===== src/msrc_pkg.sv =====
package msrc_pkg;

   // Every configuration register is one byte wide.
   localparam int CFG_BITS = 8;
   localparam int CSR_INDEX_BITS = 3;
   localparam int RUN_BITS = 8;

   typedef enum logic [CSR_INDEX_BITS-1:0] {
      REG_MIP_LAYERS_NEEDED    = 3'd0,
      REG_SHOWER_LAYERS_NEEDED = 3'd1,
      REG_MAX_MISSED_LAYERS    = 3'd2,
      REG_MIN_MIP_TWO_SPAN     = 3'd3,
      REG_MAX_SHOWER_START_A   = 3'd4,
      REG_MIN_SHOWER_SPAN_A    = 3'd5,
      REG_MAX_SHOWER_START_B   = 3'd6,
      REG_MIN_SHOWER_SPAN_B    = 3'd7
   } csr_index_type;

   typedef struct packed {
      logic [CFG_BITS-1:0] mip_layers_needed;
      logic [CFG_BITS-1:0] shower_layers_needed;
      logic [CFG_BITS-1:0] max_missed_layers;
      logic [CFG_BITS-1:0] min_mip_two_span;
      logic [CFG_BITS-1:0] max_shower_start_a;
      logic [CFG_BITS-1:0] min_shower_span_a;
      logic [CFG_BITS-1:0] max_shower_start_b;
      logic [CFG_BITS-1:0] min_shower_span_b;
   } cfg_type;

   localparam cfg_type CFG_RESET = '{
      mip_layers_needed:    8'd2,
      shower_layers_needed: 8'd2,
      max_missed_layers:    8'd1,
      min_mip_two_span:     8'd4,
      max_shower_start_a:   8'd20,
      min_shower_span_a:    8'd4,
      max_shower_start_b:   8'd5,
      min_shower_span_b:    8'd200
   };

   // Incremented run count, one bit wider than the counter, clamped to all ones.
   function automatic logic [RUN_BITS-1:0] sat_run(input logic [RUN_BITS:0] sum);
      return sum[RUN_BITS] ? {RUN_BITS{1'b1}} : sum[RUN_BITS-1:0];
   endfunction

endpackage


===== src/msrc_cfg.sv =====
module msrc_cfg (
   input  logic                                 clock,
   input  logic                                 reset,
   input  logic                                 csr_wr_en,
   input  logic [msrc_pkg::CSR_INDEX_BITS-1:0]  csr_index,
   input  logic [msrc_pkg::CFG_BITS-1:0]        csr_wdata,
   output msrc_pkg::cfg_type                    cfg
);
   import msrc_pkg::*;

   cfg_type cfg_ff;
   cfg_type cfg_in;

   always_comb begin
      cfg_in = cfg_ff;
      if (csr_wr_en) begin
         unique case (csr_index_type'(csr_index))
            REG_MIP_LAYERS_NEEDED:    cfg_in.mip_layers_needed    = csr_wdata;
            REG_SHOWER_LAYERS_NEEDED: cfg_in.shower_layers_needed = csr_wdata;
            REG_MAX_MISSED_LAYERS:    cfg_in.max_missed_layers    = csr_wdata;
            REG_MIN_MIP_TWO_SPAN:     cfg_in.min_mip_two_span     = csr_wdata;
            REG_MAX_SHOWER_START_A:   cfg_in.max_shower_start_a   = csr_wdata;
            REG_MIN_SHOWER_SPAN_A:    cfg_in.min_shower_span_a    = csr_wdata;
            REG_MAX_SHOWER_START_B:   cfg_in.max_shower_start_b   = csr_wdata;
            REG_MIN_SHOWER_SPAN_B:    cfg_in.min_shower_span_b    = csr_wdata;
            default:                  cfg_in = cfg_ff;
         endcase
      end
   end

   always_ff @(posedge clock) begin
      if (reset) begin
         cfg_ff <= CFG_RESET;
      end else begin
         cfg_ff <= cfg_in;
      end
   end

   assign cfg = cfg_ff;

endmodule


===== src/msrc_scan.sv =====
module msrc_scan #(
   parameter int LAYER_BITS = 8
) (
   input  logic                  clock,
   input  logic                  reset,
   input  msrc_pkg::cfg_type     cfg,
   input  logic                  step,
   input  logic [LAYER_BITS-1:0] layer,
   input  logic                  mip,
   input  logic                  shower,
   input  logic                  last,
   output logic                  fragment,
   output logic [LAYER_BITS-1:0] shower_start,
   output logic [LAYER_BITS-1:0] shower_end
);
   import msrc_pkg::*;

   localparam logic [LAYER_BITS-1:0] LAYER_NONE = {LAYER_BITS{1'b1}};
   localparam int CMP_BITS = (LAYER_BITS > CFG_BITS) ? LAYER_BITS : CFG_BITS;

   logic                  in_mip_one_ff, in_mip_one_in;
   logic                  in_mip_two_ff, in_mip_two_in;
   logic                  in_shower_ff, in_shower_in;
   logic                  stopped_ff, stopped_in;
   logic [RUN_BITS-1:0]   missed_ff, missed_in;
   logic [RUN_BITS-1:0]   mip_run_ff, mip_run_in;
   logic [RUN_BITS-1:0]   shower_run_ff, shower_run_in;
   logic [LAYER_BITS-1:0] mip_two_first_ff, mip_two_first_in;
   logic [LAYER_BITS-1:0] mip_two_last_ff, mip_two_last_in;
   logic [LAYER_BITS-1:0] shower_first_ff, shower_first_in;
   logic [LAYER_BITS-1:0] shower_last_ff, shower_last_in;

   logic [RUN_BITS:0]     missed_sum;
   logic [RUN_BITS:0]     mip_sum;
   logic [RUN_BITS:0]     shower_sum;
   logic [LAYER_BITS-1:0] shower_span;
   logic [LAYER_BITS-1:0] mip_span;
   logic                  end_ok;
   logic                  rule_a;
   logic                  rule_b;

   assign missed_sum = {1'b0, missed_ff} + 1'b1;
   assign mip_sum    = {1'b0, mip_run_ff} + 1'b1;
   assign shower_sum = {1'b0, shower_run_ff} + 1'b1;

   // Region walk for one layer. The region flags read here are the values before
   // this layer; the two run branches are exclusive, so no branch sees another's update.
   always_comb begin
      in_mip_one_in    = in_mip_one_ff;
      in_mip_two_in    = in_mip_two_ff;
      in_shower_in     = in_shower_ff;
      stopped_in       = stopped_ff;
      missed_in        = missed_ff;
      mip_run_in       = mip_run_ff;
      shower_run_in    = shower_run_ff;
      mip_two_first_in = mip_two_first_ff;
      mip_two_last_in  = mip_two_last_ff;
      shower_first_in  = shower_first_ff;
      shower_last_in   = shower_last_ff;

      if (!stopped_ff) begin
         if (mip || shower) begin
            missed_in = '0;
         end else begin
            missed_in = sat_run(missed_sum);
         end

         if (mip && in_mip_two_ff) begin
            mip_two_last_in = layer;
         end
         if (shower && in_shower_ff) begin
            shower_last_in = layer;
         end

         if (mip && !shower) begin
            if (in_mip_one_ff || in_mip_two_ff) begin
               shower_run_in = '0;
            end
            if (in_shower_ff) begin
               mip_run_in = sat_run(mip_sum);
               if (mip_sum == {1'b0, cfg.mip_layers_needed}) begin
                  in_mip_two_in = 1'b1;
                  in_shower_in  = 1'b0;
                  shower_run_in = '0;
               end else begin
                  mip_two_first_in = layer;
               end
            end
         end

         if (!mip && shower) begin
            if (in_shower_ff) begin
               mip_run_in = '0;
            end
            if (in_mip_one_ff || in_mip_two_ff) begin
               shower_run_in = sat_run(shower_sum);
               if (shower_sum == {1'b0, cfg.shower_layers_needed}) begin
                  if (in_mip_one_ff) begin
                     in_shower_in  = 1'b1;
                     in_mip_one_in = 1'b0;
                     shower_run_in = '0;
                  end
                  if (in_mip_two_ff) begin
                     stopped_in = 1'b1;
                  end
               end else if (in_mip_one_ff) begin
                  shower_first_in = layer;
               end
            end
         end

         // A saturated missed run stands for a count above every register value.
         if (missed_in == {RUN_BITS{1'b1}} || missed_in > cfg.max_missed_layers) begin
            stopped_in = 1'b1;
         end
      end
   end

   // Decision on the state as it stands after this layer.
   assign end_ok      = (shower_last_in != LAYER_NONE);
   assign shower_span = shower_last_in - shower_first_in;
   assign mip_span    = mip_two_last_in - mip_two_first_in;

   assign rule_a = (CMP_BITS'(mip_span) > CMP_BITS'(cfg.min_mip_two_span)) &&
                   (CMP_BITS'(shower_first_in) < CMP_BITS'(cfg.max_shower_start_a)) &&
                   end_ok &&
                   (CMP_BITS'(shower_span) > CMP_BITS'(cfg.min_shower_span_a));
   assign rule_b = (CMP_BITS'(shower_first_in) < CMP_BITS'(cfg.max_shower_start_b)) &&
                   end_ok &&
                   (CMP_BITS'(shower_span) > CMP_BITS'(cfg.min_shower_span_b));

   always_comb begin
      priority if (mip_two_last_in == LAYER_NONE) begin
         fragment = 1'b0;
      end else if (end_ok && shower_first_in == LAYER_NONE) begin
         fragment = 1'b1;
      end else begin
         fragment = rule_a || rule_b;
      end
   end

   assign shower_start = shower_first_in;
   assign shower_end   = shower_last_in;

   always_ff @(posedge clock) begin
      if (reset || (step && last)) begin
         in_mip_one_ff    <= 1'b1;
         in_mip_two_ff    <= 1'b0;
         in_shower_ff     <= 1'b0;
         stopped_ff       <= 1'b0;
         missed_ff        <= '0;
         mip_run_ff       <= '0;
         shower_run_ff    <= '0;
         mip_two_first_ff <= LAYER_NONE;
         mip_two_last_ff  <= LAYER_NONE;
         shower_first_ff  <= LAYER_NONE;
         shower_last_ff   <= LAYER_NONE;
      end else if (step) begin
         in_mip_one_ff    <= in_mip_one_in;
         in_mip_two_ff    <= in_mip_two_in;
         in_shower_ff     <= in_shower_in;
         stopped_ff       <= stopped_in;
         missed_ff        <= missed_in;
         mip_run_ff       <= mip_run_in;
         shower_run_ff    <= shower_run_in;
         mip_two_first_ff <= mip_two_first_in;
         mip_two_last_ff  <= mip_two_last_in;
         shower_first_ff  <= shower_first_in;
         shower_last_ff   <= shower_last_in;
      end
   end

endmodule


===== src/mip_shower_region_classifier_core.sv =====
// An accepted word is held in the input register and scanned from there; the result of a
// last word is then held in the result register, from which rsp_ offers it.
// Throughput: one word per cycle, sustained while the result side keeps up. A last word
// waits in the input register only while the result register still holds an untaken word.
// Reset (synchronous, active high) restores the register defaults and the cluster state.
module mip_shower_region_classifier_core #(
   parameter int  LAYER_BITS = 8,
   localparam int REQ_DATA_BITS = ((LAYER_BITS + 2 + 7) / 8) * 8,
   localparam int RSP_DATA_BITS = ((2 * LAYER_BITS + 1 + 7) / 8) * 8
) (
   input  logic                                clock,
   input  logic                                reset,
   // Input words, one per calorimeter layer.
   input  logic                                req_tvalid,
   output logic                                req_tready,
   // Fields from bit 0 up: layer_number, mip_hit, shower_hit, zero fill.
   input  logic [REQ_DATA_BITS-1:0]            req_tdata,
   // Marks the cluster's outermost layer.
   input  logic                                req_tlast,
   // Result words, one per cluster.
   output logic                                rsp_tvalid,
   input  logic                                rsp_tready,
   // Fields from bit 0 up: fragment, shower_start, shower_end, zero fill.
   output logic [RSP_DATA_BITS-1:0]            rsp_tdata,
   // Register write port.
   input  logic                                csr_wr_en,
   input  logic [msrc_pkg::CSR_INDEX_BITS-1:0] csr_index,
   input  logic [msrc_pkg::CFG_BITS-1:0]       csr_wdata
);
   import msrc_pkg::*;

   cfg_type cfg;

   // Input register: holds one accepted layer word until the scan consumes it.
   logic                  s1_valid_ff, s1_valid_in;
   logic [LAYER_BITS-1:0] s1_layer_ff;
   logic                  s1_mip_ff;
   logic                  s1_shower_ff;
   logic                  s1_last_ff;

   // Result register.
   logic                  rsp_valid_ff, rsp_valid_in;
   logic                  rsp_fragment_ff;
   logic [LAYER_BITS-1:0] rsp_start_ff;
   logic [LAYER_BITS-1:0] rsp_end_ff;

   logic                  out_free;
   logic                  s1_fire;
   logic                  req_fire;
   logic                  scan_fragment;
   logic [LAYER_BITS-1:0] scan_start;
   logic [LAYER_BITS-1:0] scan_end;

   msrc_cfg u_cfg (
      .clock     (clock),
      .reset     (reset),
      .csr_wr_en (csr_wr_en),
      .csr_index (csr_index),
      .csr_wdata (csr_wdata),
      .cfg       (cfg)
   );

   // The word in the input register is scanned when it causes no result, or when the
   // result register is empty or being emptied in this cycle.
   assign out_free = !rsp_valid_ff || rsp_tready;
   assign s1_fire  = s1_valid_ff && (!s1_last_ff || out_free);
   assign req_tready = !s1_valid_ff || s1_fire;
   assign req_fire   = req_tvalid && req_tready;

   msrc_scan #(
      .LAYER_BITS (LAYER_BITS)
   ) u_scan (
      .clock        (clock),
      .reset        (reset),
      .cfg          (cfg),
      .step         (s1_fire),
      .layer        (s1_layer_ff),
      .mip          (s1_mip_ff),
      .shower       (s1_shower_ff),
      .last         (s1_last_ff),
      .fragment     (scan_fragment),
      .shower_start (scan_start),
      .shower_end   (scan_end)
   );

   always_comb begin
      s1_valid_in = s1_valid_ff;
      if (req_fire) begin
         s1_valid_in = 1'b1;
      end else if (s1_fire) begin
         s1_valid_in = 1'b0;
      end
   end

   always_comb begin
      rsp_valid_in = rsp_valid_ff;
      if (s1_fire && s1_last_ff) begin
         rsp_valid_in = 1'b1;
      end else if (rsp_tready) begin
         rsp_valid_in = 1'b0;
      end
   end

   always_ff @(posedge clock) begin
      if (reset) begin
         s1_valid_ff  <= 1'b0;
         rsp_valid_ff <= 1'b0;
      end else begin
         s1_valid_ff  <= s1_valid_in;
         rsp_valid_ff <= rsp_valid_in;
      end
   end

   // Payload registers carry no reset; their valid bits guard them.
   always_ff @(posedge clock) begin
      if (req_fire) begin
         s1_layer_ff  <= req_tdata[LAYER_BITS-1:0];
         s1_mip_ff    <= req_tdata[LAYER_BITS];
         s1_shower_ff <= req_tdata[LAYER_BITS+1];
         s1_last_ff   <= req_tlast;
      end
      if (s1_fire && s1_last_ff) begin
         rsp_fragment_ff <= scan_fragment;
         rsp_start_ff    <= scan_start;
         rsp_end_ff      <= scan_end;
      end
   end

   assign rsp_tvalid = rsp_valid_ff;

   always_comb begin
      rsp_tdata = '0;
      rsp_tdata[0] = rsp_fragment_ff;
      rsp_tdata[LAYER_BITS:1] = rsp_start_ff;
      rsp_tdata[2*LAYER_BITS:LAYER_BITS+1] = rsp_end_ff;
   end

endmodule


===== config.mk =====
export PLATFORM = sky130hd
export DESIGN_NAME = mip_shower_region_classifier_core
export DESIGN_NICKNAME = d
export VERILOG_FILES = /design/src/msrc_pkg.sv /design/src/msrc_cfg.sv /design/src/msrc_scan.sv /design/src/mip_shower_region_classifier_core.sv
export SDC_FILE = /design/constraint.sdc
export NUM_CORES = 1
export LEC_CHECK = 0
export ABC_AREA = 1
export BUFFER_PORTS_ARGS = -buffer_cell sky130_fd_sc_hd__buf_2
export CAP_MARGIN = 15
export CORE_MARGIN = 2
export CORE_UTILIZATION = 60
export DETAILED_ROUTE_END_ITERATION = 7
export PLACE_DENSITY_LB_ADDON = 0.08
export SETUP_SLACK_MARGIN = 0.15
export SLEW_MARGIN = 0
export SYNTH_ARGS = -nofsm -noshare
export SYNTH_HDL_FRONTEND = slang
export SYNTH_SLANG_ARGS = --single-unit

===== constraint.sdc =====
create_clock -name clock -period 5.8 [get_ports clock]
set_input_delay 0.58 -clock clock [delete_from_list [all_inputs] [get_ports clock]]
set_output_delay 0.58 -clock clock [all_outputs]
set_load 0.01 [all_outputs]

# ---- Word level (Yosys, flattened, before mapping)
# Index checks and enable logic that the tools add are counted.
dict set report totals {
  register_bits 154
}
dict set report op_classes {
  eq_ne 13
  n_reduce_logical 40
  n_bitwise 1
  add_sub_neg 5
  n_mux 48
  magnitude_cmp 6
}
# op n
set op_table {}
lappend op_table {{8-bit two-way mux} 30}
lappend op_table {{8-bit > comparator} 4}
lappend op_table {{8-bit by 1-bit adder with 9-bit output (second input constant)} 3}
lappend op_table {{8-bit equality test (second input constant)} 3}
lappend op_table {{9-bit by 8-bit equality test with 1-bit output} 2}
lappend op_table {{1-bit two-way mux} 18}
lappend op_table {{2-bit AND reduction} 9}
lappend op_table {{8-bit < comparator} 2}
lappend op_table {{8-bit subtractor} 2}
lappend op_table {{1-bit logical AND} 13}
lappend op_table {{3-bit equality test (second input constant)} 4}
lappend op_table {{5-bit AND reduction} 2}
lappend op_table {{1-bit logical OR} 8}
lappend op_table {{8-bit inequality test (second input constant)} 1}
lappend op_table {{3-bit by 2-bit equality test with 1-bit output (second input constant)} 2}
lappend op_table {{1-bit zero test} 5}
lappend op_table {{2-bit nonzero test} 2}
lappend op_table {{3-bit by 1-bit equality test with 1-bit output (second input constant)} 1}
lappend op_table {{3-bit zero test} 1}
lappend op_table {{1-bit NOT} 1}

# ---- Longest topological paths before layout
dict set report depth {
  depth_word 13
  mapped_depth 37
  mapped_depth_nobuf 37
}

# ---- Modules after synthesis
# Synthesis repeated with hierarchy kept, for this count alone.
dict set report hier_totals {
  hier_cells 1212
  area_unflattened_um2 8973.6
}
# mod cells_each area_per_inst_um2 n_inst
set modules_own_cells {}
lappend modules_own_cells {msrc_scan 794 5358.9 1}
lappend modules_own_cells {msrc_cfg 362 2588.7 1}
lappend modules_own_cells {mip_shower_region_classifier_core 56 1026.0 1}

# ---- Worst setup path after synthesis
# OpenSTA, ideal clock, no wires.
dict set report synth_path {
  path_kind {reg-to-reg}
  from {reg (tool-made name)}
  to {reg rsp_fragment_ff (data pin)}
  slack_ns 1.290
  period_less_slack_ns 4.510
  setup_time_ns 0.127
  arrival_ns 4.383
  path_stages_with_launch 31
  t_required_ns 5.673
  path_cell_list {dfxtp_1 > ha_1 > nand2_1 > nor2_1 > nand3_1 > xor2_1 > xnor2_1 > nor2_1 > nand3_1 > nand4_2 > buf_2 > a21oi_1 > ha_1 > a21oi_1 > o21ai_0 > a21oi_1 > o21ai_0 > a21o_1 > a21oi_1 > xnor2_1 > xnor2_1 > inv_1 > ha_1 > nand2_1 > o21ai_0 > a21oi_1 > a2111oi_0 > nand2_1 > nand3_1 > nand2_1 > inv_1}
}
# element line_no
set synth_rtl {}
lappend synth_rtl {{to (signal assigned)} mip_shower_region_classifier_core.sv:123} ;# rsp_fragment_ff <= scan_fragment;
lappend synth_rtl {{to (decl)} mip_shower_region_classifier_core.sv:43} ;# logic rsp_fragment_ff;

# ---- Final worst setup path
dict set report layout_path {
  from {reg u_scan.shower_run_ff[0]}
  to {reg rsp_fragment_ff (data pin)}
}
dict set report layout_between {
  elab_chain_cells 12
  word_cells_on_any_way 20
  classes_between {2 x add/sub; 4 x order compare; 2 x eq/ne; 5 x mux; 7 x reduce/logical}
}
# element line_no
set layout_rtl {}
lappend layout_rtl {{from (decl)} msrc_scan.sv:27} ;# logic [RUN_BITS-1:0] shower_run_ff, shower_run_in;
lappend layout_rtl {{from (signal assigned)} msrc_scan.sv:165} ;# shower_run_ff <= shower_run_in;
lappend layout_rtl {{8-bit by 1-bit adder with 9-bit output *} msrc_scan.sv:44} ;# assign shower_sum = {1'b0, shower_run_ff} + 1'b1;
lappend layout_rtl {{9-bit by 8-bit equality test with 1-bit output *} msrc_scan.sv:97} ;# if (shower_sum == {1'b0, cfg.shower_layers_needed}) begin
lappend layout_rtl {{8-bit two-way mux *} msrc_scan.sv:97}
lappend layout_rtl {{8-bit two-way mux *} msrc_scan.sv:95} ;# if (in_mip_one_ff || in_mip_two_ff) begin
lappend layout_rtl {{8-bit two-way mux *} msrc_scan.sv:91} ;# if (!mip && shower) begin
lappend layout_rtl {{8-bit two-way mux *} msrc_scan.sv:61} ;# if (!stopped_ff) begin
lappend layout_rtl {{net scan_start[2]} mip_shower_region_classifier_core.sv:51} ;# logic [LAYER_BITS-1:0] scan_start;
lappend layout_rtl {{parallel branches: the longest is 5 deep, another holds 8-bit subtractor} -}
lappend layout_rtl {{1-bit two-way mux *} msrc_scan.sv:135} ;# end else if (end_ok && shower_first_in == LAYER_NONE) begin
# Mark *: on every way through the listed nets, which the timed path passes.
# A chain may end at the register's enable or synchronous reset.

==> flow_summary.toml <==
[outcome]
status = "finished clean"

[timing]
rsz0062_at_grt = "no"
setup-violations-final = 0
finalCritPeriodShare = 0.883
fin_crit_ns = 5.12
relSlewSlack = 0.309
fin_skew_ns = 0.0103
worstMarginPinSlew_ns = 1.03
fin_setup_tns_ns = 0
finalHoldViolations = 0
fmaxAchievable_mhz = 195
slew_violations = 0

[placed_design]
dp_hpwl_um = 14200
numPortBuffers = 45
place_congestion = 0.884

[clock_tree]
path_clk_slew_ns = 0.06
htreeDepth = 4
hold_buffers = 0
cts-root-buf = "clkbuf_16"
clock_sinks = 154
clockBufferDepth = 2
worstSkewPairLatency_ns = 0.43
numCtsBuffers = 17
cts_tree = "built"
post-cts-setup-buffers = 0

[critical_path]
start_kind = "register"
worstSetupPathType = "reg2reg"
cp_slowest_stage_delay_ns = 0.44
cpMostUsedCell = "nand2_1"
crit_fanout = 9
worstSetupEndpointType = "register"
cp.required_ns = 6.10
crit_slowest_cell = "dfxtp_1"
cp.arrival_ns = 5.42
reg2reg_depth = 35

[layout]
nets = 1249
diodes = 0
drive_gt1_frac = 0.105
n_fill_cell = 1136
syn_to_final_growth_pct = 11.5
final_core_util = 0.681
final_common_cell = "nand2_1"
layout_common_cells = "nand2_1 (179), inv_1 (151), dfxtp_1 (126)"

[route]
dr.pass1.iters = 6
routed_wl_um = 19900
viasPerCell = 5.44
ant_nets = 0
avgRoutedWirePerCell_um = 14.8
route.detailed.drc = 0
vias = 7293
drtIter0Drc = 643

[yosys]
ys_top_cells_by_area = "dfxtp_1 (30%), edfxtp_1 (10%), ha_1 (9.8%)"
synth_top_area_share = 0.299
syn_avg_cell_area_um2 = 7.63
yosysTopAreaCell = "dfxtp_1"
ys_warn_count = 0
synth-main-ff-cell = "dfxtp_1"
syn_area_mm2 = 0.00845
yosys_register_bits = 154
synth_cells = 1108
synth-async-reset-ratio = 0
ys_seq_area_frac = 0.398
synth_edf_count = 28
ys_types = 46

[run]
cap_violations = 0

[global_route]
antenna_found_initial = 0
grt_max_degree = 63
grt_pass1_vias = 6644
grt_pass1_wl_um = 32700
track_usage = 0.279
grt-ovfl-total = 0

[power]
ir_worst_vdd_uv = 295
p_leak_nw = 4.21
p_per_area_mw_per_mm2 = 300

[min_path]
hold_depth = 1
hold_path_class = "in2reg"

[die]
chipWidth_um = 123
dieArea_mm2 = 0.0150
rows = 43
core_mm2 = 0.0138
initial_core_util = 0.611
boundaryPins = 59
die_h_um = 123
==> through the flow <==
| step | hold WS (ns) | cells | total power [mW] | cell area, um2 | setup slack [ns] |
|---|---|---|---|---|---|
| 6_report | 0.327 | 1341 | 2.83 | 9420 | 0.679 |
| 2_1_floorplan | 0.429 | 1114 | 1.57 | 8470 | 1.29 |
| 3_5_place_dp | 0.451 | 1309 | 1.70 | 8810 | 0.580 |
| 4_1_cts | 0.321 | 1341 | 2.83 | 9410 | 0.514 |
| 3_3_place_gp | 0.442 | 1309 | 1.69 | 8810 | 0.679 |
| 5_1_grt | 0.317 | 1341 | 2.97 | 9420 | 0.172 |
==> where the power goes <==
part / total, mW / switching (mW) / internal (mW)
logic: 0.526 / 0.328 / 0.198
registers: 1.17 / 0.0275 / 1.14
clock network: 1.13 / 0.437 / 0.696
total: 2.83 / 0.793 / 2.03
==> flip-flops by register name (all words and copies together), names as in the netlist, 8 cells and up, named ones only <==
register and cells:
u_scan.shower_first_ff 8, u_scan.shower_run_ff 8, u_scan.mip_two_first_ff 8, s1_layer_ff 8, u_scan.mip_two_last_ff 8, rsp_start_ff 8, u_scan.shower_last_ff 8, u_cfg.cfg 64
u_scan.missed_ff 8, rsp_end_ff 8
==> path summary, 6_finish.rpt <==
path	startpoint	to	slack [ns]
max	u_scan.shower_run_ff[0]	rsp_fragment_ff	0.68
min	req_tdata[8]	s1_mip_ff	0.33
max reg2reg	u_scan.shower_run_ff[0]	rsp_fragment_ff	0.68
min reg2reg	u_cfg.cfg[27]	u_cfg.cfg[27]	0.46
==> cells by family (layout without fill, tap and decap cells) <==
| kind of cell | Yosys count | count (layout) | synth area share |
|---|---|---|---|
| simple gates | 382 | 382 | 0.202 |
| compound gates | 281 | 281 | 0.177 |
| buf+inv | 193 | 240 | 0.0900 |
| flops | 154 | 154 | 0.398 |
| fa+ha+maj | 68 | 68 | 0.102 |
| xor+xnor | 29 | 29 | 0.0301 |
| other cells | 1 | 7 | 0.000444 |
==> Yosys cell counts, types with 2 or more instances <==
cell	count
fa_1	2
nand4_1	9
xnor2_1	16
o21a_1	3
o211ai_1	10
nand3_1	61
nor2_4	2
nor2_1	87
a21oi_1	121
nand2_2	14
or2_2	4
clkbuf_1	29
dfxtp_1	126
nand2_1	179
ha_1	66
a31oi_1	10
nor3_1	10
buf_4	9
inv_1	151
o21ai_2	2
a21o_1	3
nand3_2	4
clkinv_1	2
o21ai_0	121
edfxtp_1	28
a22oi_1	3
xor2_1	13
nor2_2	5
==> per-layer routing <==
layer,global-route usage,wire length (um),vias to the layer above,share of wire
li1,-,-,3749,-
met1,0.386,9180,3316,0.46
met2,0.442,9220,208,0.46
met3,0.0534,1240,20,0.062
met4,0.0841,263,0,0.013
met5,0,0,-,0
==> layout make-up <==
type                            count  area [um2]  area share
Multi-Input combinational cell    767        4360       0.462
Sequential cell                   154        3360       0.357
Inverter                          154         579      0.0615
Clock buffer                       20         457      0.0485
Timing Repair Buffer               54         293      0.0311
Tap cell                          180         225      0.0239
Clock inverter                     12         148      0.0157
==> critical path: cells and delay by family, from the launching register on <==
family                     cells  cell delay, ns
AOI/OAI and AO/OA              7            1.12
adders and majority gates      3            0.87
xor gates and xnor gates       2            0.46
DFF                            1            0.44
and+or+nand+nor               19            1.82
buffers and inverters          4            0.25
==> timing repair <==
item | in CTS | in global routing
endpoints found under the hold margin | 0 | 0
setup endpoints to repair | 0 | 1
resized for setup | 0 | 2
(Power assumes the default switching activity.)
